$ cat src/rtl/core/bba_pkg.sv
// ----------------------------------------------------------------------------
// bba_pkg
// Shared types and codes for the buddy block allocator.
// ----------------------------------------------------------------------------
`default_nettype none

package bba_pkg;

    // Sequencer states
    typedef enum logic [3:0] {
        S_CLEAR,
        S_IDLE,
        S_AREQ,
        S_ASCAN,
        S_AUNL,
        S_ASPLIT,
        S_AFIN,
        S_FRD,
        S_FCHK,
        S_MRD,
        S_MCHK,
        S_MPUSH,
        S_DONE
    } state_t;

    // Command codes
    localparam logic [1:0] CMD_ALLOC = 2'd0;
    localparam logic [1:0] CMD_FREE  = 2'd1;
    localparam logic [1:0] CMD_QUERY = 2'd2;

    // Register indexes
    localparam logic REG_MIN_ORDER = 1'b0;
    localparam logic REG_MAX_ORDER = 1'b1;

    // Field widths
    localparam int ORD_W   = 5;
    localparam int CUR_W   = 6;
    localparam int TAG_W   = 6;
    localparam int SIZE_W  = 17;
    localparam int TOT_W   = 17;
    localparam int BADDR_W = 16;
    localparam int RADDR_W = 16;
    localparam int CFG_W   = 5;

    // Control of the per-order list end table
    typedef struct packed {
        logic init;
        logic wr;
    } ends_op_t;

endpackage

`default_nettype wire

$ cat src/rtl/core/bba_ends.sv
// ----------------------------------------------------------------------------
// bba_ends
// Per-order free list ends: head, tail and nonempty flag for each order.
// ----------------------------------------------------------------------------
`default_nettype none

module bba_ends
    import bba_pkg::*;
#(
    parameter int NORD = 17,
    parameter int IW   = 5,
    parameter int SW   = 12
)
(
    input  wire logic          clk,
    input  wire logic          rst_n,
    input  wire ends_op_t      op,
    input  wire logic [IW-1:0] init_idx,
    input  wire logic [IW-1:0] widx,
    input  wire logic [SW-1:0] whead,
    input  wire logic [SW-1:0] wtail,
    input  wire logic          wne,
    input  wire logic [IW-1:0] ridx,
    output logic      [SW-1:0] rhead,
    output logic      [SW-1:0] rtail,
    output logic               rne
);

    logic [SW-1:0] head_reg [NORD];
    logic [SW-1:0] tail_reg [NORD];
    logic [NORD-1:0] ne_reg;

    // Flags: init leaves only the top order holding slot 0
    always_ff @(posedge clk or negedge rst_n)
    begin
        if (!rst_n)
        begin
            ne_reg <= '0;
        end
        else if (op.init)
        begin
            for (int i = 0; i < NORD; i++)
            begin
                ne_reg[i] <= (IW'(i) == init_idx);
            end
        end
        else if (op.wr)
        begin
            ne_reg[widx] <= wne;
        end
    end

    // Head and tail pointers
    always_ff @(posedge clk)
    begin
        if (op.init)
        begin
            head_reg[init_idx] <= '0;
            tail_reg[init_idx] <= '0;
        end
        else if (op.wr)
        begin
            head_reg[widx] <= whead;
            tail_reg[widx] <= wtail;
        end
    end

    // Read one order; orders past the table read as empty
    always_comb
    begin
        if (32'(ridx) < NORD)
        begin
            rhead = head_reg[ridx];
            rtail = tail_reg[ridx];
            rne   = ne_reg[ridx];
        end
        else
        begin
            rhead = '0;
            rtail = '0;
            rne   = 1'b0;
        end
    end

endmodule

`default_nettype wire

$ cat config.mk
export PLATFORM = sky130hd
export DESIGN_NAME = bba_ends
export DESIGN_NICKNAME = d
export VERILOG_FILES = /design/src/rtl/core/bba_pkg.sv /design/src/rtl/core/bba_ends.sv
export SDC_FILE = /design/constraint.sdc
export NUM_CORES = 1
export LEC_CHECK = 0
export ABC_AREA = 1
export BUFFER_PORTS_ARGS = -buffer_cell sky130_fd_sc_hd__buf_2
export CAP_MARGIN = 0
export CELL_PAD_IN_SITES_DETAIL_PLACEMENT = 1
export CELL_PAD_IN_SITES_GLOBAL_PLACEMENT = 1
export CORE_MARGIN = 2
export CORE_UTILIZATION = 35
export CTS_CLUSTER_SIZE = 40
export DETAILED_ROUTE_END_ITERATION = 7
export GPL_TIMING_DRIVEN = 1
export PLACE_DENSITY_LB_ADDON = 0.1
export SLEW_MARGIN = 0
export SYNTH_ARGS = -nofsm -noshare
export SYNTH_HDL_FRONTEND = slang
export SYNTH_SLANG_ARGS = --single-unit
$ cat constraint.sdc
create_clock -name clk -period 3.06 [get_ports clk]
set_input_delay 0.459 -clock clk [delete_from_list [all_inputs] [get_ports clk]]
set_output_delay 0.459 -clock clk [all_outputs]
set_load 0.01 [all_outputs]
==> results_dict.tcl <==
set metrics [dict create \
    hold_viol_final 0 \
    synthAdderAreaFrac_pct 0 \
    drcViolationCount 0 \
    ys_top_cells_by_area "edfxtp_1 64%, nand2_1 12%, inv_1 7.1%, nand3_1 6.0%, nor2_1 3.7%" \
    status "complete, no violations" \
    clock_path_buffers 3 \
    synth_edf_count 408 \
    dp_cells 2750 \
    synth.avg_cell_area_um2 9.57 \
    htree_levels 2 \
    drt_first_iter_violations 779 \
    fin_nets 2151 \
    antenna_cells 0 \
    synthesis.area_um2 19200 \
    place_area_um2 20800 \
    hold_class "in -> async" \
    ys.flop_type "edfxtp_1" \
    r2r_cells 2 \
    via_per_inst 4.81 \
    postRouteAntennaNets 0 \
    power_density_nw_per_um2 592 \
    fin_setup_tns_ps 0 \
    fmax_mhz 397 \
    netlist.area_leader.share_pct 63.8 \
    synth_common_cells "599 x nand2_1, 408 x edfxtp_1, 364 x inv_1, 230 x nand3_1, 188 x nor2_1" \
    drive_above_1_share_pct 10.5 \
    synth_xor_area_share_pct 0 \
    maxCapViolCount 0 \
    core_um2 54000 \
    rsz0062_at_grt "no" \
    port_buffers 68 \
    cp-start-kind "input port" \
    start_util_pct 35.5 \
    syn_to_final_growth_pct 16.2 \
    path_depth 9 \
    synth_fp_nets 2049 \
    cp_top_family "simple AND/OR/NAND/NOR gates" \
    firstDrtPassIters 4 \
    vias 13651 \
    synth.most_common_cell "nand2_1" \
    drt-wirelength-per-cell_um 20.7 \
    cts_sinks 425 \
    rows 85 \
    globalplace.congestion 0.783 \
    clk_pin_slew_worst_paths_ps 60 \
    finalClockSkew_ps 0 \
    insertion_delay_ps 580 \
    path_max_fanout 32 \
    ir_drop_mv 0.423 \
    post-cts-setup-buffers 0 \
    yosysTopAreaCell "edfxtp_1" \
    setup_violations 0 \
    grt_max_degree 85 \
    worst_pin_slew_ps 1290 \
    critPathKind "in -> out" \
    crit_path_max_incr_delay_ps 430 \
    grt_pass1_vias 14201 \
    arrival_ps 2060 \
    path_common_cell "nor2_1" \
    syn_inst 2005 \
    ys_ff_latch 425 \
    pin_count 69 \
    grt_use_total_pct 21.1 \
    cts_tree "built" \
    cp.required_ps 2600 \
    ys_seq_area_share_pct 66.1 \
    hpwl_um 35100 \
    die_area_um2 56700 \
    power.total_mw 13.2 \
    yosysUniqueCellTypes 24 \
    instances_no_fill 2838 \
    grt_overflow 0 \
    cts_buffers 50 \
    fin_area_um2 22300 \
    critPathBufInv 3 \
    ys_warn_count 0 \
    fp.dieH_um 238 \
    slew_violations 0 \
    synthMuxAreaShare_pct 0 \
    p_leak_nw 9.85 \
    routed_wl_um 58600 \
    path_cells "buf_4, buf_4, nand3_1, nand3_1, nand2_1, nor2_1, nor2_1, nor2_1, buf_2" \
    synth_async_sr_flop_share_pct 4.00 \
    root_buffer "clkbuf_16" \
    synthSimpleGateAreaFrac_pct 21.7 \
    fillers 6147 \
    grt_first_pass_wirelength_um 89200 \
    relSlewSlack_pct 13.4 \
    die_w_um 238 \
    crit_path_end_kind "output port" \
    antenna_found_initial 1 \
    synth_top_family_by_area "simple AND/OR/NAND/NOR gates" \
    synth_compound_area_share_pct 2.56 \
    worst_hold_slack_ps 352 \
    period_share_pct 82.4 \
    slowest_stage "buf_4" \
    fin_crit_ps 2520 \
]
-- stage by stage --
| stage | setup WS (ps) | utilization (%) |
|---|---|---|
| 5_1_grt | 381 | 41.3 |
| 6_report | 540 | 41.3 |
| 4_1_cts | 498 | 41.3 |
| 3_3_place_gp | 442 | 38.5 |
| 2_1_floorplan | 442 | - |
| 3_5_place_dp | 371 | 38.5 |
-- cell families (layout without fill, tap and decap cells) --
logic type / Yosys count / count (layout)
simple gates: 1027 / 1027
compound gates: 94 / 94
flops: 425 / 425
buf+inv: 459 / 596
-- layer usage --
| layer | up-vias | global-route usage [%] | part of all wire, % |
|---|---|---|---|
| met2 | 188 | 34.1 | 47 |
| met3 | 79 | 2.78 | 3.2 |
| met4 | 2 | 6.04 | 2.4 |
| met1 | 6815 | 29.8 | 48 |
| met5 | - | 0 | 0.022 |
| li1 | 6567 | - | - |
-- layout by cell type, fill, tap and decap left out, types with 10 or more instances in the layout --
cell type,netlist,routed
clkbuf_1,15,13
nand3_1,230,230
inv_1,364,363
a21oi_1,24,24
dfrtp_1,17,17
nand2_1,599,599
buf_12,0,14
edfxtp_1,408,408
nor2_1,188,172
o21ai_0,51,51
clkbuf_16,0,50
clkinv_1,0,15
buf_4,7,60
nor2_4,2,18
o21ai_1,10,10
buf_2,56,66
-- area by class of cell --
| cell class | instances | area (um2) | share of cell area, % |
|---|---|---|---|
| Timing Repair Buffer | 142 | 1080 | 4.85 |
| Multi-Input combinational cell | 1121 | 4790 | 21.5 |
| Inverter | 367 | 1390 | 6.21 |
| Tap cell | 696 | 871 | 3.91 |
| Clock inverter | 24 | 188 | 0.842 |
| Sequential cell | 425 | 12700 | 56.9 |
| Clock buffer | 63 | 1300 | 5.83 |
-- path summary, 6_finish.rpt --
path,end,from,slack (ps)
max,rtail[3],ridx[1],540
min,ne_reg[4],rst_n,350
max reg2reg,ne_reg[9],ne_reg[9],2390
min reg2reg,ne_reg[1],ne_reg[1],550
max in group asynchronous,ne_reg[7],rst_n,2400
min in group clk,ne_reg[16],op[1],360
-- power breakdown --
| part | internal [mW] | total, mW | leakage (nW) | switching, mW |
|---|---|---|---|---|
| Combinational | 0.298 | 1.06 | 5.87 | 0.758 |
| Sequential | 6.52 | 6.55 | 3.26 | 0.0348 |
| Clock | 3.23 | 5.59 | 0.724 | 2.36 |
| Total | 10.0 | 13.2 | 9.85 | 3.15 |
-- what timing repair did --
item | in CTS | in global routing
hold buffers | 1 | 0
gates resized for setup | 0 | 0
endpoints found under the hold margin | 17 | 0
No activity file was read; power rests on OpenSTA's default activity.
